**config.mk**
```make
export PLATFORM = sky130hd
export DESIGN_NAME = jad_degrees
export DESIGN_NICKNAME = d
export VERILOG_FILES = /design/src/sv/jad_pkg.sv /design/src/sv/jad_degrees.sv
export SDC_FILE = /design/constraint.sdc
export NUM_CORES = 2
export LEC_CHECK = 0
export ABC_CLOCK_PERIOD_IN_PS = 7900
export BUFFER_PORTS_ARGS = -buffer_cell sky130_fd_sc_hd__buf_2
export CORE_MARGIN = 4
export CORE_UTILIZATION = 40
export DETAILED_ROUTE_END_ITERATION = 12
export GPL_TIMING_DRIVEN = 0
export MAX_ROUTING_LAYER = met4
export PLACE_DENSITY_LB_ADDON = 0.05
export SYNTH_ARGS = -nofsm -noshare
export SYNTH_HDL_FRONTEND = slang
export SYNTH_SLANG_ARGS = --single-unit
```
**constraint.sdc**
```tcl
create_clock -name clk -period 7.9 [get_ports clk]
set_clock_uncertainty 0.15 [all_clocks]
set_input_delay 0.395 -clock clk [delete_from_list [all_inputs] [get_ports clk]]
set_output_delay 0.395 -clock clk [all_outputs]
set_load 0.02 [all_outputs]
```
**src/sv/jad_pkg.sv**
```systemverilog
// Shared constants, tables and types for the joystick heading pipeline.
package jad_pkg;

    localparam int SAMPLE_WIDTH_DEF  = 16;
    localparam int CORDIC_STAGES_DEF = 20;

    localparam int DEAD_W    = 12;
    localparam int LIMIT_W   = 15;
    localparam int CFG_W     = 15;
    localparam int CFG_IDX_W = 3;
    localparam int MAG_W     = 15;
    localparam int AXIS_W    = 16;

    typedef enum logic [CFG_IDX_W-1:0] {
        REG_X_DEAD_LOW  = 3'd0,
        REG_X_DEAD_HIGH = 3'd1,
        REG_Y_DEAD_LOW  = 3'd2,
        REG_Y_DEAD_HIGH = 3'd3,
        REG_CLAMP_LIMIT = 3'd4
    } reg_idx_t;

    localparam logic [DEAD_W-1:0]  X_DEAD_LOW_RST  = 12'hFD8;  // -40
    localparam logic [DEAD_W-1:0]  X_DEAD_HIGH_RST = 12'd41;
    localparam logic [DEAD_W-1:0]  Y_DEAD_LOW_RST  = 12'hFE4;  // -28
    localparam logic [DEAD_W-1:0]  Y_DEAD_HIGH_RST = 12'd29;
    localparam logic [LIMIT_W-1:0] CLAMP_LIMIT_RST = 15'd1820;

    // angles: radians, 30 fractional bits
    localparam int ANG_FRAC = 30;
    localparam int XY_W     = MAG_W + ANG_FRAC + 3;
    localparam int ANG_W    = 32;
    localparam int OCT_W    = 30;
    localparam int ATAN_N   = 32;

    localparam logic [ANG_W-1:0] ANG_PI      = 32'd3373259426;
    localparam logic [ANG_W-1:0] ANG_HALF_PI = 32'd1686629713;

    localparam logic [OCT_W-1:0] ATAN_TAB [ATAN_N] = '{
        30'd843314857, 30'd497837829, 30'd263043837, 30'd133525159,
        30'd67021687,  30'd33543516,  30'd16775851,  30'd8388437,
        30'd4194283,   30'd2097149,   30'd1048576,   30'd524288,
        30'd262144,    30'd131072,    30'd65536,     30'd32768,
        30'd16384,     30'd8192,      30'd4096,      30'd2048,
        30'd1024,      30'd512,       30'd256,       30'd128,
        30'd64,        30'd32,        30'd16,        30'd8,
        30'd4,         30'd2,         30'd1,         30'd0
    };
    localparam logic [OCT_W-1:0] OCT_MAX = 30'd843314856;

    // degrees = r * 18000000 / (314159 << 30)
    localparam int DNUM_W = 25;
    localparam int PROD_W = ANG_W + DNUM_W;
    localparam int T_W    = PROD_W - ANG_FRAC;
    localparam int DEN_W  = 19;
    localparam logic [DNUM_W-1:0] DEG_NUM = 25'd18000000;
    localparam logic [DEN_W-1:0]  DEG_DEN = 19'd314159;

    localparam int RECIP_SHIFT = 48;
    localparam int RECIP_W     = 30;
    localparam longint unsigned RECIP_FULL = (64'd1 << RECIP_SHIFT) / 64'd314159;
    localparam logic [RECIP_W-1:0] RECIP = RECIP_FULL[RECIP_W-1:0];
    localparam int QM_W  = T_W + RECIP_W;
    localparam int Q_W   = 8;
    localparam int REM_W = DEN_W + 1;

    localparam int HEAD_W     = 9;
    localparam int OUT_DATA_W = 16;
    localparam logic [HEAD_W-1:0] FULL_TURN = 9'd360;
    localparam logic [HEAD_W-1:0] HEAD_MAX  = 9'd359;

    typedef struct packed {
        logic zero;        // both axes zero
        logic neg_x;
        logic neg_y;
        logic swap;        // |x| > |y|
        logic minor_zero;
        logic equal;       // |x| == |y|
    } side_t;

endpackage

```
**src/sv/jad_degrees.sv**
```systemverilog
// Octant unfold and radians-to-degrees conversion (five stages).
module jad_degrees
    import jad_pkg::*;
(
    input  logic                    clk,
    input  logic                    rst_n,
    input  logic                    in_valid,
    output logic                    in_ready,
    input  logic signed [ANG_W-1:0] angle,
    input  side_t                   side,
    output logic                    out_valid,
    input  logic                    out_ready,
    output logic [HEAD_W-1:0]       heading
);

    localparam int NS = 5;

    logic [NS-1:0] v_reg;
    logic [NS:0]   en;

    // stage 1
    logic [ANG_W-1:0]  r_reg;
    logic              neg_x1_reg;
    logic              zero1_reg;
    // stage 2
    logic [PROD_W-1:0] prod_reg;
    logic              neg_x2_reg;
    logic              zero2_reg;
    // stage 3
    logic [T_W-1:0]    t_reg;
    logic [Q_W-1:0]    q0_reg;
    logic              frac3_reg;
    logic              neg_x3_reg;
    logic              zero3_reg;
    // stage 4
    logic [REM_W-1:0]  rem_reg;
    logic [Q_W-1:0]    q4_reg;
    logic              frac4_reg;
    logic              neg_x4_reg;
    logic              zero4_reg;
    // stage 5
    logic [HEAD_W-1:0] head_reg;

    logic [OCT_W-1:0]  oct;
    logic [ANG_W-1:0]  theta;
    logic [ANG_W-1:0]  r_next;
    logic [QM_W-1:0]   qm;
    logic [REM_W-1:0]  rem_next;
    logic [Q_W-1:0]    q_fix;
    logic [REM_W-1:0]  rem_fix;
    logic              exact;
    logic [HEAD_W-1:0] ceil_q;
    logic [HEAD_W-1:0] head_next;

    assign en[NS]   = out_ready;
    assign in_ready = en[0];
    for (genvar i = 0; i < NS; i++)
    begin : g_en
        assign en[i] = !v_reg[i] || en[i+1];
    end

    always_comb
    begin
        // exact axes and diagonals bypass the CORDIC residue
        if (side.minor_zero)
            oct = '0;
        else if (side.equal)
            oct = ATAN_TAB[0];
        else if (angle < 32'sd1)
            oct = OCT_W'(1);
        else if (angle > $signed({{(ANG_W-OCT_W){1'b0}}, OCT_MAX}))
            oct = OCT_MAX;
        else
            oct = angle[OCT_W-1:0];
        theta  = side.swap ? ANG_HALF_PI - {{(ANG_W-OCT_W){1'b0}}, oct}
                           : {{(ANG_W-OCT_W){1'b0}}, oct};
        r_next = side.neg_y ? ANG_PI - theta : theta;
    end

    // quotient estimate straight from the product, remainder one stage later
    assign qm       = prod_reg[PROD_W-1:ANG_FRAC] * RECIP;
    assign rem_next = REM_W'(t_reg - T_W'(q0_reg * DEG_DEN));

    // reciprocal estimate is low by at most one
    always_comb
    begin
        if (rem_reg >= {1'b0, DEG_DEN})
        begin
            q_fix   = q4_reg + 1'b1;
            rem_fix = rem_reg - {1'b0, DEG_DEN};
        end
        else
        begin
            q_fix   = q4_reg;
            rem_fix = rem_reg;
        end
        exact  = !frac4_reg && (rem_fix == '0);
        ceil_q = {{(HEAD_W-Q_W){1'b0}}, q_fix} + {{(HEAD_W-1){1'b0}}, !exact};
        if (zero4_reg)
            head_next = '0;
        else if (neg_x4_reg)
            head_next = FULL_TURN - ceil_q;
        else
            head_next = {{(HEAD_W-Q_W){1'b0}}, q_fix};
        if (head_next > HEAD_MAX)
            head_next = HEAD_MAX;
    end

    always_ff @(posedge clk or negedge rst_n)
    begin
        if (!rst_n)
        begin
            v_reg <= '0;
        end
        else
        begin
            if (en[0])
                v_reg[0] <= in_valid;
            for (int i = 1; i < NS; i++)
            begin
                if (en[i])
                    v_reg[i] <= v_reg[i-1];
            end
        end
    end

    always_ff @(posedge clk)
    begin
        if (en[0])
        begin
            r_reg      <= r_next;
            neg_x1_reg <= side.neg_x;
            zero1_reg  <= side.zero;
        end
        if (en[1])
        begin
            prod_reg   <= r_reg * DEG_NUM;
            neg_x2_reg <= neg_x1_reg;
            zero2_reg  <= zero1_reg;
        end
        if (en[2])
        begin
            t_reg      <= prod_reg[PROD_W-1:ANG_FRAC];
            q0_reg     <= qm[RECIP_SHIFT+Q_W-1:RECIP_SHIFT];
            frac3_reg  <= |prod_reg[ANG_FRAC-1:0];
            neg_x3_reg <= neg_x2_reg;
            zero3_reg  <= zero2_reg;
        end
        if (en[3])
        begin
            q4_reg     <= q0_reg;
            rem_reg    <= rem_next;
            neg_x4_reg <= neg_x3_reg;
            zero4_reg  <= zero3_reg;
            frac4_reg  <= frac3_reg;
        end
        if (en[4])
            head_reg <= head_next;
    end

    assign out_valid = v_reg[NS-1];
    assign heading   = head_reg;

endmodule
```
==> results.py <==
metrics = {
    "clock_network": {
        "worstSkewPairLatency_ns": 0.48,
        "cts_tree": "yes",
        "cts_buffers": 17,
        "path_clk_slew_ns": 0.07,
        "htree_levels": 4,
        "cts_buffer_depth": 2,
        "clock_sinks": 162,
        "clockRootBuffer": "clkbuf_16",
    },
    "synthesis": {
        "avgSynthCellArea_um2": 9.979,
        "synth_top_area_share_pct": 30.55,
        "synth.top_cells.by_count": "inv_1 (917), ha_1 (571), fa_1 (475)",
        "netlist_area_um2": 31120,
        "ys_ff_latch": 162,
        "synth_edf_count": 157,
        "post-synth-top-count-cell": "inv_1",
        "async_flop_share_pct": 3.086,
        "ys_warn_count": 0,
        "postSynthCellCount": 3119,
        "synth_top_area_cell": "fa_1",
        "synth.distinct_cells": 79,
        "synth_nets": 4207,
        "synth_ff_type": "edfxtp_1",
        "ys_top_cells_by_area": "fa_1 (31%), ha_1 (23%), edfxtp_1 (15%)",
        "seq_area_frac_synth_pct": 15.55,
    },
    "cells_and_area": {
        "antenna_cells": 0,
        "instances_no_fill": 4293,
        "multiInputGateArea_um2": 22800,
        "syn_to_final_growth_pct": 8.695,
        "fin_nets": 4328,
        "largest_reg_flops": 50,
        "nFillCells": 7625,
        "layout.area.seq_um2": 4840,
        "fin_area_um2": 33830,
        "final_layout_size_suffix_gt1_share_pct": 5.380,
    },
    "global_route": {
        "grt_max_degree": 37,
        "overflow": 0,
        "grt_pass1_wl_mm": 137.9,
        "antenna_found_initial": 0,
        "grt_pass1_vias": 23560,
        "grt_usage_pct": 22.57,
    },
    "placement": {
        "port_buffers": 44,
        "hpwl_mm": 71.99,
        "routabilityCongestion": 0.9729,
        "postPlaceCellArea_um2": 32720,
        "pre_cts_slack_ns": -0.9345,
        "post-place-cells": 4207,
    },
    "detailed_routing": {
        "drtIter0Drc": 1059,
        "drtPass1Iterations": 6,
        "drc": 0,
        "routed_wl_mm": 86.11,
        "postRouteAntennaNets": 0,
        "wl_per_cell_um": 20.06,
        "num_vias": 21600,
        "viasPerCell": 5.031,
    },
    "floorplan": {
        "die_x_um": 286.9,
        "ios": 53,
        "rows": 102,
        "die_y_um": 286.9,
        "die_area_um2": 82330,
        "core_area_um2": 77340,
        "start_util_pct": 40.24,
    },
    "sta": {
        "hold_viol": 0,
        "layout_setup_ws_ns": 0.2818,
        "slew_violations": 0,
        "setup_violations": 0,
        "setup_tns_ns": 0,
        "rsz0062_at_grt": "false",
        "slew_headroom_pct": 24.97,
        "fmax_ghz": 0.1313,
        "fin_crit_sh_pct": 96.43,
        "min_period_ns": 7.618,
        "tightestPinTransition_ns": 1.097,
    },
    "worst_setup_path": {
        "crit_type": "reg2reg",
        "regToRegEndpoint": "q0_reg[7]",
        "rrSetupSlack_ns": 0.28,
        "arrival_ns": 7.69,
        "timing.rr.start": "prod_reg[43]",
        "crit_fanout": 5,
        "worstPathRequired_ns": 7.97,
        "end_kind": "flop",
        "reg2reg_depth": 26,
        "start_kind": "flop",
    },
    "run": {
        "maxCapViolations": 0,
    },
    "run_status": {
        "status": "finished, final reports clean",
    },
    "min_path": {
        "hp-class": "in2async",
    },
}
-- layout by cell type (no fill, tap or decap), drive strengths merged, types with 15 or more instances in the layout --
cell / instances
nand2b: 19
nand4: 25
o21ai: 78
a31oi: 19
nor4: 16
a21oi: 87
nand2: 104
clkbuf: 46
a21o: 35
fa: 475
xor2: 42
and3: 15
edfxtp: 157
buf: 103
nor2: 98
a211oi: 17
o211ai: 16
ha: 571
inv: 922
o21a: 22
nand3: 35
xnor2: 90
nor3: 43
-- per-layer routing --
metal,global-route usage [%],part of all wire [%],vias up
li1,-,-,10260
met1,29.24,45,10910
met2,38.68,50,334
met3,2.006,2.3,94
met4,5.115,2.1,0
met5,-,0,-
-- layout make-up --
type	instances	area share, %
Timing Repair Buffer	102	2.182
Inverter	918	10.19
Sequential cell	162	14.31
Tap cell	1040	3.846
Buffer	32	0.3920
Clock buffer	19	1.309
Multi-Input combinational cell	2007	67.41
Clock inverter	13	0.3735
-- worst max-delay path by stage --
stage / startpoint / slack (ns) / end
2_1_floorplan: prod_reg[46] / 0.88 / q0_reg[7]
3_3_place_gp: prod_reg[43] / -0.94 / q0_reg[7]
3_5_place_dp: prod_reg[43] / -0.93 / q0_reg[7]
4_1_cts: prod_reg[42] / 0.05 / q0_reg[7]
5_1_grt: prod_reg[48] / 0.007 / q0_reg[7]
6_report: prod_reg[43] / 0.28 / q0_reg[7]
-- cells by family after synthesis --
family	synth area share, %
adders and majority gates	53.51
AOI/OAI and AO/OA	8.422
DFF	15.55
muxes	0.3337
and+or+nand+nor	6.975
xor gates and xnor gates	3.715
buffers and inverters	11.50
-- what timing repair did --
action	4_1_cts	5_1_grt
hold endpoints to repair	8	0
resized for setup	10	7
endpoints found under the setup margin	7	2
hold buffers	4	0
gates cloned	0	0
buffers inserted	45	5
-- worst max-delay path, cell delays in order, from the launching register on --
cell	delay, ns
edfxtp_1	0.53
buf_4	0.26
fa_1	0.51
inv_1	0.05
fa_1	0.47
inv_1	0.04
ha_1	0.26
inv_1	0.04
fa_1	0.47
inv_1	0.07
fa_1	0.54
inv_1	0.06
fa_1	0.53
inv_1	0.06
fa_1	0.54
ha_1	0.33
nand4_1	0.15
nor4_4	0.39
a21oi_1	0.17
nor3_4	0.38
o2111ai_4	0.21
a21boi_1	0.29
o31a_1	0.22
o221a_2	0.24
a21o_1	0.15
a21oi_1	0.08
xnor2_1	0.13
-- metrics by stage --
| step | utilization, % | hold WS [ns] |
|---|---|---|
| finish | 43.74 | 0.1098 |
| CTS | 43.63 | 0.05900 |
| global route | 43.74 | 0.09583 |
| global placement | 42.21 | 0.06201 |
| floorplan | - | -0.05059 |
| detailed placement | 42.30 | 0.06585 |
Power is left out: the tool's default activity adds up to more than one toggle a clock period on the data nets, which glitch-free logic cannot reach.
