`src/sv/jad_pkg.sv`:
```
// Shared constants, tables and types for the joystick heading pipeline.
package jad_pkg;

    localparam int SAMPLE_WIDTH_DEF  = 16;
    localparam int CORDIC_STAGES_DEF = 20;

    localparam int DEAD_W    = 12;
    localparam int LIMIT_W   = 15;
    localparam int CFG_W     = 15;
    localparam int CFG_IDX_W = 3;
    localparam int MAG_W     = 15;
    localparam int AXIS_W    = 16;

    typedef enum logic [CFG_IDX_W-1:0] {
        REG_X_DEAD_LOW  = 3'd0,
        REG_X_DEAD_HIGH = 3'd1,
        REG_Y_DEAD_LOW  = 3'd2,
        REG_Y_DEAD_HIGH = 3'd3,
        REG_CLAMP_LIMIT = 3'd4
    } reg_idx_t;

    localparam logic [DEAD_W-1:0]  X_DEAD_LOW_RST  = 12'hFD8;  // -40
    localparam logic [DEAD_W-1:0]  X_DEAD_HIGH_RST = 12'd41;
    localparam logic [DEAD_W-1:0]  Y_DEAD_LOW_RST  = 12'hFE4;  // -28
    localparam logic [DEAD_W-1:0]  Y_DEAD_HIGH_RST = 12'd29;
    localparam logic [LIMIT_W-1:0] CLAMP_LIMIT_RST = 15'd1820;

    // angles: radians, 30 fractional bits
    localparam int ANG_FRAC = 30;
    localparam int XY_W     = MAG_W + ANG_FRAC + 3;
    localparam int ANG_W    = 32;
    localparam int OCT_W    = 30;
    localparam int ATAN_N   = 32;

    localparam logic [ANG_W-1:0] ANG_PI      = 32'd3373259426;
    localparam logic [ANG_W-1:0] ANG_HALF_PI = 32'd1686629713;

    localparam logic [OCT_W-1:0] ATAN_TAB [ATAN_N] = '{
        30'd843314857, 30'd497837829, 30'd263043837, 30'd133525159,
        30'd67021687,  30'd33543516,  30'd16775851,  30'd8388437,
        30'd4194283,   30'd2097149,   30'd1048576,   30'd524288,
        30'd262144,    30'd131072,    30'd65536,     30'd32768,
        30'd16384,     30'd8192,      30'd4096,      30'd2048,
        30'd1024,      30'd512,       30'd256,       30'd128,
        30'd64,        30'd32,        30'd16,        30'd8,
        30'd4,         30'd2,         30'd1,         30'd0
    };
    localparam logic [OCT_W-1:0] OCT_MAX = 30'd843314856;

    // degrees = r * 18000000 / (314159 << 30)
    localparam int DNUM_W = 25;
    localparam int PROD_W = ANG_W + DNUM_W;
    localparam int T_W    = PROD_W - ANG_FRAC;
    localparam int DEN_W  = 19;
    localparam logic [DNUM_W-1:0] DEG_NUM = 25'd18000000;
    localparam logic [DEN_W-1:0]  DEG_DEN = 19'd314159;

    localparam int RECIP_SHIFT = 48;
    localparam int RECIP_W     = 30;
    localparam longint unsigned RECIP_FULL = (64'd1 << RECIP_SHIFT) / 64'd314159;
    localparam logic [RECIP_W-1:0] RECIP = RECIP_FULL[RECIP_W-1:0];
    localparam int QM_W  = T_W + RECIP_W;
    localparam int Q_W   = 8;
    localparam int REM_W = DEN_W + 1;

    localparam int HEAD_W     = 9;
    localparam int OUT_DATA_W = 16;
    localparam logic [HEAD_W-1:0] FULL_TURN = 9'd360;
    localparam logic [HEAD_W-1:0] HEAD_MAX  = 9'd359;

    typedef struct packed {
        logic zero;        // both axes zero
        logic neg_x;
        logic neg_y;
        logic swap;        // |x| > |y|
        logic minor_zero;
        logic equal;       // |x| == |y|
    } side_t;

endpackage

```
`src/sv/jad_condition.sv`:
```
// Dead-zone, clamp and octant fold of one stick sample (two stages).
module jad_condition
    import jad_pkg::*;
#(
    parameter int SAMPLE_WIDTH = SAMPLE_WIDTH_DEF
)
(
    input  logic                    clk,
    input  logic                    rst_n,
    input  logic                    in_valid,
    output logic                    in_ready,
    input  logic [SAMPLE_WIDTH-1:0] pos_x,
    input  logic [SAMPLE_WIDTH-1:0] pos_y,
    input  logic [DEAD_W-1:0]       x_dead_low,
    input  logic [DEAD_W-1:0]       x_dead_high,
    input  logic [DEAD_W-1:0]       y_dead_low,
    input  logic [DEAD_W-1:0]       y_dead_high,
    input  logic [LIMIT_W-1:0]      clamp_limit,
    output logic                    out_valid,
    input  logic                    out_ready,
    output logic [MAG_W-1:0]        major,
    output logic [MAG_W-1:0]        minor,
    output side_t                   side
);

    localparam int CMP_W = (SAMPLE_WIDTH + 1 > AXIS_W) ? SAMPLE_WIDTH + 1 : AXIS_W;

    function automatic logic [AXIS_W-1:0] condition_axis(
        input logic [SAMPLE_WIDTH-1:0] v,
        input logic [DEAD_W-1:0]       lo,
        input logic [DEAD_W-1:0]       hi,
        input logic [LIMIT_W-1:0]      lim
    );
        logic signed [CMP_W-1:0] vs;
        logic signed [CMP_W-1:0] los;
        logic signed [CMP_W-1:0] his;
        logic signed [CMP_W-1:0] lims;
        logic signed [CMP_W-1:0] r;
        vs   = $signed({{(CMP_W-SAMPLE_WIDTH){v[SAMPLE_WIDTH-1]}}, v});
        los  = $signed({{(CMP_W-DEAD_W){lo[DEAD_W-1]}}, lo});
        his  = $signed({{(CMP_W-DEAD_W){hi[DEAD_W-1]}}, hi});
        lims = $signed({{(CMP_W-LIMIT_W){1'b0}}, lim});
        r = vs;
        if (vs > los && vs < his)
            r = '0;
        if (r > lims)
            r = lims;
        if (r < -lims)
            r = -lims;
        return r[AXIS_W-1:0];
    endfunction

    logic [1:0] v_reg;
    logic [2:0] en;

    logic signed [AXIS_W-1:0] xc_reg;
    logic signed [AXIS_W-1:0] yc_reg;
    logic [MAG_W-1:0]         major_reg;
    logic [MAG_W-1:0]         minor_reg;
    side_t                    side_reg;

    logic signed [AXIS_W-1:0] ax_full;
    logic signed [AXIS_W-1:0] ay_full;
    logic [MAG_W-1:0]         ax;
    logic [MAG_W-1:0]         ay;
    logic [MAG_W-1:0]         major_next;
    logic [MAG_W-1:0]         minor_next;
    side_t                    side_next;

    assign en[2]    = out_ready;
    assign en[1]    = !v_reg[1] || en[2];
    assign en[0]    = !v_reg[0] || en[1];
    assign in_ready = en[0];

    always_comb
    begin
        ax_full = xc_reg[AXIS_W-1] ? -xc_reg : xc_reg;
        ay_full = yc_reg[AXIS_W-1] ? -yc_reg : yc_reg;
        ax = ax_full[MAG_W-1:0];
        ay = ay_full[MAG_W-1:0];
        side_next.swap  = ax > ay;
        major_next      = side_next.swap ? ax : ay;
        minor_next      = side_next.swap ? ay : ax;
        side_next.zero  = (ax == '0) && (ay == '0);
        side_next.neg_x = xc_reg[AXIS_W-1];
        side_next.neg_y = yc_reg[AXIS_W-1];
        side_next.minor_zero = minor_next == '0;
        side_next.equal      = minor_next == major_next;
    end

    always_ff @(posedge clk or negedge rst_n)
    begin
        if (!rst_n)
        begin
            v_reg <= '0;
        end
        else
        begin
            if (en[0])
                v_reg[0] <= in_valid;
            if (en[1])
                v_reg[1] <= v_reg[0];
        end
    end

    always_ff @(posedge clk)
    begin
        if (en[0])
        begin
            xc_reg <= condition_axis(pos_x, x_dead_low, x_dead_high, clamp_limit);
            yc_reg <= condition_axis(pos_y, y_dead_low, y_dead_high, clamp_limit);
        end
        if (en[1])
        begin
            major_reg <= major_next;
            minor_reg <= minor_next;
            side_reg  <= side_next;
        end
    end

    assign out_valid = v_reg[1];
    assign major     = major_reg;
    assign minor     = minor_reg;
    assign side      = side_reg;

endmodule

```
`config.mk`:
```
export PLATFORM = sky130hd
export DESIGN_NAME = jad_condition
export DESIGN_NICKNAME = d
export VERILOG_FILES = /design/src/sv/jad_pkg.sv /design/src/sv/jad_condition.sv
export SDC_FILE = /design/constraint.sdc
export NUM_CORES = 1
export LEC_CHECK = 0
export BUFFER_PORTS_ARGS = -buffer_cell sky130_fd_sc_hd__buf_2
export CORE_UTILIZATION = 52
export CTS_CLUSTER_DIAMETER = 60
export CTS_CLUSTER_SIZE = 25
export DETAILED_ROUTE_END_ITERATION = 6
export HOLD_SLACK_MARGIN = 0.06
export PLACE_DENSITY = 0.75
export SLEW_MARGIN = 20
export SYNTH_ARGS = -nofsm -noshare
export SYNTH_HDL_FRONTEND = slang
export SYNTH_SLANG_ARGS = --single-unit
```
`constraint.sdc`:
```
create_clock -name clk -period 12.3 [get_ports clk]
set_clock_uncertainty 0.15 [all_clocks]
set_input_delay 2.46 -clock clk [delete_from_list [all_inputs] [get_ports clk]]
set_output_delay 2.46 -clock clk [all_outputs]
set_load 0.01 [all_outputs]
```
==> results of run 1 <==
-- path summary, 6_finish.rpt --
kind | start | to | cells after the start
worst max-delay path | x_dead_low[11] | xc_reg[1] | 30
worst min-delay path | v_reg[0] | v_reg[1] | 1
worst max register to register | yc_reg[0] | side[1] | 16
worst min register to register | v_reg[0] | v_reg[1] | 1
max in group asynchronous | rst_n | v_reg[1] | 1
min in group asynchronous | rst_n | v_reg[0] | 1
-- layout make-up --
cell class | instances | area, sq um | area share, %
well taps | 184 | 230 | 2.59
repair buffers | 140 | 711 | 8.00
clock inverters | 4 | 16.3 | 0.183
flip-flops and latches | 70 | 2090 | 23.5
multi-input cells | 682 | 5230 | 58.9
clock buffers | 10 | 229 | 2.58
inverters | 101 | 379 | 4.27
-- placed cells by master (no fill, tap or decap), types with 5 or more instances in the layout --
master       n
a211oi_1     9
a21o_1      19
a21oi_1     72
and2_1      15
and3_1       7
buf_2      136
clkbuf_16    9
edfxtp_1    68
ha_1       143
inv_1      100
mux2_2      16
mux2i_1     29
nand2_1     49
nand2b_1    16
nand3_1     16
nand4_1     25
nor2_1      52
nor2b_1     25
nor3_1      16
nor4_1      11
o211ai_1     7
o21ai_0     41
o311ai_0    11
o31ai_1      6
or3_1        5
or4_1        6
xnor2_1     15
xor2_1      22
-- critical path: cells and delay by family --
family | cells | cell delay (ns)
AO/OA/AOI/OAI | 10 | 2.60
AND/OR/NAND/NOR | 11 | 1.87
adder cells (fa/ha/maj) | 3 | 0.97
multiplexers | 3 | 1.21
buffers and inverters | 3 | 0.45
-- where the power goes --
group          total [mW]  internal, mW  switching (mW)
clock               0.214         0.131          0.0824
combinational       0.749         0.297           0.452
sequential          0.430         0.391          0.0384
total                1.39         0.819           0.573
-- metrics by stage --
stage | power, mW | utilization (%) | instance area, sq um | setup WS, ns | cells
final | 1.39 | 60.9 | 8890 | 2.64 | 1191
after global routing | 1.50 | 60.9 | 8890 | 2.00 | 1191
after CTS | 1.39 | 60.9 | 8890 | 2.75 | 1191
after detailed placement | 1.18 | 59.2 | 8640 | 2.42 | 1177
after global placement | 1.16 | 59.2 | 8640 | 2.45 | 1177
after floorplan | 0.963 | - | 7790 | 3.51 | 873
-- logic make-up (layout without fill, tap and decap cells) --
group	after synthesis	after routing
buffers and inverters	121	255
adder cells (fa/ha/maj)	143	143
AND/OR/NAND/NOR	249	249
AO/OA/AOI/OAI	206	206
multiplexers	46	46
flip-flops	70	70
XOR/XNOR	38	38
-- layer usage --
metal,share of wire [%],track usage (%)
met1,43,29.6
met5,0,0
met3,5.7,3.95
met2,47,41.1
met4,3.9,11.9
==> reports/qor.txt, run 1 <==
Most used DFF post-synth: edfxtp_1
Fin crit period: 9.66 ns
Vias in the first global route: 6563
Final hold vios: 0
Max transition margin: 30.0%
DP HPWL: 15.6 mm
WP data required: 12.23 ns
Syn_nets: 1115
Synth async-reset ratio: 2.86%
Yosys reg bits: 70
Startpoint Class: primary input
Insertion delay to the later sink of the worst-skew pair: 0.33 ns
CTS buffer count: 9
Nets: 1246
Pin count of the biggest net entering global routing: 38
VDD IR-drop max: 0.103 mV
Sequential element share of the synthesized area: 26.9%
H-tree Lvls: 3
Filler cell count: 1260
Initial antenna violation count: 0
Dominant cell type by area after synthesis: edfxtp_1
WS Path Type: primary input to register
Initial core utilization: 53.4%
Synth Instances: 873
Max Root-Sink Buffers: 2
Crit-path max cell delay: 0.77 ns
Area Overhead vs Synth: 14.2%
Mux cell area share after synthesis: 6.19%
Largest family of logic cells by synthesized area: adder cells
Root Buffer: clkbuf_16
FMAX: 103 MHz
Die ar.: 15500 sq um
FP Rows: 44
Xor and xnor area share after synthesis: 4.37%
Maximum fanout along the worst path: 29
TritonCTS clock tree: yes
R2R setup slack: 7.10 ns
Top cells by area, synth: edfxtp_1 (26%), ha_1 (23%), inv_1 (4.8%)
Final Cycle Share: 78.6%
Synth top area share: 26.2%
WP data arrival: 9.59 ns
DRT iter0 DRCs: 409
CP endpoint kind: register
Die width: 124 um
Slew @ Worst Pin: 1.05 ns
Final setup viols: 0
Post-cts resize count: 0
Vias: 6898
# Max-Cap Violations: 0
Leakage Power: 4.39 nW
Number of diodes: 0
ANT nets after route: 0
Status: finished clean
RSZ-0062 raised after global routing: no
Synth cell count leaders: ha_1 (143), inv_1 (100), a21oi_1 (72)
Slew Limit Fails: 0
Setup Buffers After CTS: 0
Pwr/cell area: 157 nW/um^2
Cell with the most instances after synthesis: ha_1
Yosys cell types: 57
Post-Synth Adder-Cell Area: 23.0%
Worst path slowest cell: o211a_1
Placer Congestion: 0.971
Vias/cell: 5.79
Reg clk slew, reported paths: 0.05 ns
I/O pins: 137
Wire per inst: 15.4 um
Ys Warns: 0
Routed wire length: 18.4 mm
PortBufs: 136
Worst hold path type: register to register
Total Routing Usage GR: 24.2%
Post-Synth Simple-Gate Area: 16.5%
# hold bufs at CTS: 0
Chip height: 124 um
Clock Sinks: 70
Fin Hold WS: 0.319 ns
First-pass GRT wire length: 30.4 mm
Total gr overflow: 0
Layout cells sized above 1: 17.3%
EDFF count, synth: 68
# DRC: 0
Average size of a mapped cell: 8.92 sq um
First-pass DRT Iterations: 7
Mapped cell area: 7790 sq um
Area fraction in compound gates after synthesis: 17.2%
Final setup TNS: 0 ns
Core Area: 14600 sq um
(Power assumes the default switching activity.)
==> run 2: changes to the inputs <==
--- a/config.mk
+++ b/config.mk
@@ -11,7 +11,7 @@
 export CTS_CLUSTER_SIZE = 25
 export DETAILED_ROUTE_END_ITERATION = 6
 export HOLD_SLACK_MARGIN = 0.06
-export PLACE_DENSITY = 0.75
+export PLACE_DENSITY = 0.78
 export SLEW_MARGIN = 20
 export SYNTH_ARGS = -nofsm -noshare
 export SYNTH_HDL_FRONTEND = slang
==> constraint.sdc (replaced) <==
create_clock -name clk -period 8.7 [get_ports clk]
set_clock_uncertainty 0.15 [all_clocks]
set_input_delay 1.74 -clock clk [delete_from_list [all_inputs] [get_ports clk]]
set_output_delay 1.74 -clock clk [all_outputs]
set_load 0.01 [all_outputs]
==> run 2 against run 1 <==
First-iteration DRC count grew 21%. Global-route usage grew 0.51 points. Die area is the same. Via count grew 1.0%. Worst setup slack lost 2.1 ns. Register-to-register slack lost 3.8 ns. Core utilization grew 0.65 points. Cell area grew 1.1%. Critical endpoint is now xc_reg[2]. Highest routed layer unchanged.
==> reports/qor.txt, run 2 (synthesized netlist as in run 1, its figures left out) <==
Vias: 6970
FMAX: 122 MHz
WS Path Type: primary input to register
Status: finished clean
Clock network fraction of design power: 15.3%
Commonest non-fill, non-tap cell in the layout: ha_1
Placed Area: 8710 sq um
Total power: 1.99 mW
Initial core utilization: 53.4%
I/O pins: 137
# Max-Cap Violations: 0
Nets: 1255
# DRC: 0
Switch share: 41.2%
First-pass DRT Iterations: 5
Slew Limit Fails: 0
Filler cell count: 1251
CTS buffer count: 9
Final setup viols: 0
Fin area: 8980 sq um
Pin count of the biggest net entering global routing: 38
H-tree Lvls: 3
Net Sw Power: 0.818 mW
Die width: 124 um
Vias/cell: 5.81
Comb pwr share: 54.0%
PortBufs: 136
Area Overhead vs Synth: 15.4%
Layout cells sized above 1: 18.2%
Sequential share of power: 30.7%
Insertion delay to the later sink of the worst-skew pair: 0.33 ns
ANT nets after route: 0
Number of diodes: 0
Total gr overflow: 0
TritonCTS clock tree: yes
Chip height: 124 um
Routed wire length: 19.0 mm
Post-Route Utilization: 61.6%
Final hold vios: 0
Worst hold path type: register to register
Fin crit period: 8.17 ns
Initial antenna violation count: 0
WP data arrival: 8.09 ns
Die ar.: 15500 sq um
Final setup TNS: 0 ns
DRT iter0 DRCs: 496
Core Area: 14600 sq um
Root Buffer: clkbuf_16
CP endpoint kind: register
Final Cycle Share: 93.9%
Maximum fanout along the worst path: 18
Max Root-Sink Buffers: 2
Most frequent cells in the layout: ha_1 (143), buf_2 (136), inv_1 (100)
Worst path slowest cell: or3_1
Placer Congestion: 0.993
VDD IR-drop max: 0.115 mV
Wire per inst: 15.8 um
Crit-path max cell delay: 0.41 ns
Fin Hold WS: 0.324 ns
WP data required: 8.63 ns
Total Routing Usage GR: 24.7%
First-pass GRT wire length: 31.4 mm
Setup Buffers After CTS: 0
Clock Sinks: 70
Max transition margin: 54.4%
R2R setup slack: 3.33 ns
Vias in the first global route: 6764
RSZ-0062 raised after global routing: no
Startpoint Class: primary input
Leakage Power: 4.44 nW
DP HPWL: 16.0 mm
Pint: 1.17 mW
Pwr/cell area: 221 nW/um^2
FP Rows: 44
Reg clk slew, reported paths: 0.05 ns
Slew @ Worst Pin: 0.680 ns
run 2: cell types whose count changed in the layout (fill, tap and decap cells not counted):
cell / before / now
xor2_4: 0 / 1
nor4_2: 0 / 1
o211ai_4: 0 / 1
o211ai_2: 1 / 0
clkinv_1: 3 / 1
clkinv_2: 1 / 2
xor2_2: 1 / 0
buf_4: 4 / 13
nor4_1: 11 / 10
clkbuf_1: 1 / 2
run 2: critical path: cells and delay by family:
family | cells | cell delay [ns]
AND/OR/NAND/NOR | 8 | 1.43
buffers and inverters | 3 | 0.39
multiplexers | 2 | 0.77
adder cells (fa/ha/maj) | 3 | 0.98
AO/OA/AOI/OAI | 15 | 2.78
run 2: power groups by stage:
stage | clock network, mW | logic, mW | registers (mW)
finish | 0.304 | 1.07 | 0.609
global route | 0.323 | 1.20 | 0.621
CTS | 0.309 | 1.07 | 0.610
detailed placement | 0 | 1.06 | 0.616
global placement | 0 | 1.04 | 0.611
floorplan | 0 | 0.711 | 0.650
run 2: path summary, 6_finish.rpt:
check,startpoint,end,depth (start not counted)
min in group asynchronous,rst_n,v_reg[0],1
hold reg to reg,v_reg[0],v_reg[1],1
hold / removal,v_reg[0],v_reg[1],1
setup reg to reg,yc_reg[0],side[1],16
setup / recovery,x_dead_low[11],xc_reg[2],31
max in group asynchronous,rst_n,v_reg[1],1
run 2: layer usage:
| layer | part of all wire (%) | GRT usage, % |
|---|---|---|
| met5 | 0 | 0 |
| met4 | 5.1 | 14.2 |
| met3 | 5.9 | 3.18 |
| met2 | 46 | 42.1 |
| met1 | 43 | 29.9 |
run 2: cell type report:
type / instances / area [sq um] / share of cell area, %
well taps: 184 / 230 / 2.56
repair buffers: 149 / 778 / 8.66
clock inverters: 3 / 13.8 / 0.153
inverters: 101 / 379 / 4.22
clock buffers: 11 / 233 / 2.59
flip-flops and latches: 70 / 2090 / 23.3
multi-input cells: 682 / 5260 / 58.5
run 2: what timing repair did:
item                                    CTS  global route
hold buffers                              0             0
endpoints found under the setup margin    0            13
gates resized for setup                   0             3
run 2: through the flow:
step	setup slack, ns	std cells
floorplan	0.633	873
finish	0.533	1200
detailed placement	0.114	1186
global route	0.0506	1200
CTS	0.441	1200
global placement	0.231	1186
==> run 3: changes to the inputs <==
--- a/config.mk
+++ b/config.mk
@@ -7,6 +7,7 @@
 export LEC_CHECK = 0
 export BUFFER_PORTS_ARGS = -buffer_cell sky130_fd_sc_hd__buf_2
 export CORE_UTILIZATION = 52
+export CTS_BUF_LIST = sky130_fd_sc_hd__clkbuf_2
 export CTS_CLUSTER_DIAMETER = 60
 export CTS_CLUSTER_SIZE = 25
 export DETAILED_ROUTE_END_ITERATION = 6
==> run 3 against run 2 <==
Core utilization down 1.3 points. Combinational power about the same. Hold slack better by 0.020 ns. Sequential share of layout area up 0.51 points. Flip-flop and latch count unchanged. Routed wire length down 0.84%. Cell area down 2.1%. Critical path depth unchanged. First-iteration DRC count down 1.8%. Die area unchanged. Fmax up 2.4%. Worst setup slack better by 0.19 ns. Critical path type unchanged. Highest routed layer unchanged.
==> reports/qor.txt, run 3 (synthesized netlist as in run 1, its figures left out) <==
Status: finished clean
H-tree Lvls: 3
# Max-Cap Violations: 0
Max Root-Sink Buffers: 2
Placed Area: 8710 sq um
Max transition margin: 53.3%
Initial antenna violation count: 0
CTS buffer count: 9
ANT nets after route: 0
Routed wire length: 18.8 mm
Post-Route Utilization: 60.3%
VDD IR-drop max: 0.116 mV
Area Overhead vs Synth: 12.9%
Placed Instances: 1186
Initial core utilization: 53.4%
FP Rows: 44
First-pass DRT Iterations: 5
Final hold vios: 0
Vias/cell: 5.80
Startpoint Class: primary input
I/O pins: 137
Final Cycle Share: 91.6%
Die ar.: 15500 sq um
Wire per inst: 15.7 um
Final setup TNS: 0 ns
Pwr/cell area: 206 nW/um^2
Fin area: 8790 sq um
First-pass GRT wire length: 31.1 mm
# hold bufs at CTS: 0
Core Area: 14600 sq um
Layout cells sized above 1: 18.3%
Vias in the first global route: 6725
FMAX: 125 MHz
Maximum fanout along the worst path: 18
Pre-CTS setup slack: 0.114 ns
PortBufs: 136
Slew Limit Fails: 0
TritonCTS clock tree: yes
DP HPWL: 16.0 mm
Root Buffer: clkbuf_2
Worst hold path type: register to register
# DRC: 0
RSZ-0062 raised after global routing: no
Nets: 1255
Reg clk slew, reported paths: 0.16 ns
WP data required: 8.82 ns
Commonest non-fill, non-tap cell in the layout: ha_1
Pin count of the biggest net entering global routing: 38
Clock Sinks: 70
Insertion delay to the later sink of the worst-skew pair: 0.50 ns
Final setup margin: 0.727 ns
Total Routing Usage GR: 24.5%
Crit-path max cell delay: 0.41 ns
WP data arrival: 8.10 ns
Final Non-Filler Cells: 1200
Worst path slowest cell: or3_1
Most frequent cells in the layout: ha_1 (143), buf_2 (136), inv_1 (100)
Slew @ Worst Pin: 0.700 ns
Final setup viols: 0
WS Path Type: primary input to register
DRT iter0 DRCs: 487
Fin crit period: 7.97 ns
Total gr overflow: 0
Placer Congestion: 0.993
Vias: 6960
CP endpoint kind: register
Die width: 124 um
Number of diodes: 0
Leakage Power: 4.37 nW
Chip height: 124 um
[run 3: area by class of cell]
class | instances | area (sq um)
clock inverters | 3 | 13.8
clock buffers | 11 | 55.1
multi-input cells | 682 | 5240
inverters | 101 | 379
well taps | 184 | 230
fillers | 1276 | 5800
flip-flops and latches | 70 | 2090
repair buffers | 149 | 778
[run 3: through the flow]
step	hold slack (ns)	power, mW
global placement	0.306	1.65
CTS	0.348	1.81
floorplan	0.285	1.36
finish	0.344	1.81
detailed placement	0.312	1.67
global route	0.379	1.96
[run 3: repair_timing]
action                     CTS  global route
setup endpoints to repair    0             1
resized for setup            0             1
setup buffers                0             0
[run 3: critical path: cells and delay by family]
family | cells | cell delay (ns)
muxes | 2 | 0.78
adders and majority gates | 3 | 0.97
and+or+nand+nor | 8 | 1.42
AOI/OAI and AO/OA | 15 | 2.79
buffers and inverters | 3 | 0.39
[run 3: power breakdown]
group	total, mW	internal (mW)	switching [mW]	leakage, nW
logic	1.07	0.428	0.644	3.60
clock network	0.134	0.0352	0.0984	0.0551
registers	0.606	0.550	0.0556	0.715
[run 3: path summary, 6_finish.rpt]
check                                from   endpoint  slack (ns)  cells past startpoint
max in group asynchronous           rst_n   v_reg[1]        7.46                      1
max reg2reg                     yc_reg[0]    side[1]        3.24                     16
min reg2reg                      v_reg[0]   v_reg[1]        0.34                      1
min in group asynchronous           rst_n   v_reg[0]        0.85                      1
min                              v_reg[0]   v_reg[1]        0.34                      1
max                        x_dead_low[11]  xc_reg[2]        0.73                     31
[run 3: layer usage]
metal	vias up	share of wire [%]	track usage, %
met5	-	0	0
met4	0	5.4	14.4
met2	260	46	41.9
met1	3156	43	29.8
met3	50	5.6	2.71
li1	3494	-	-
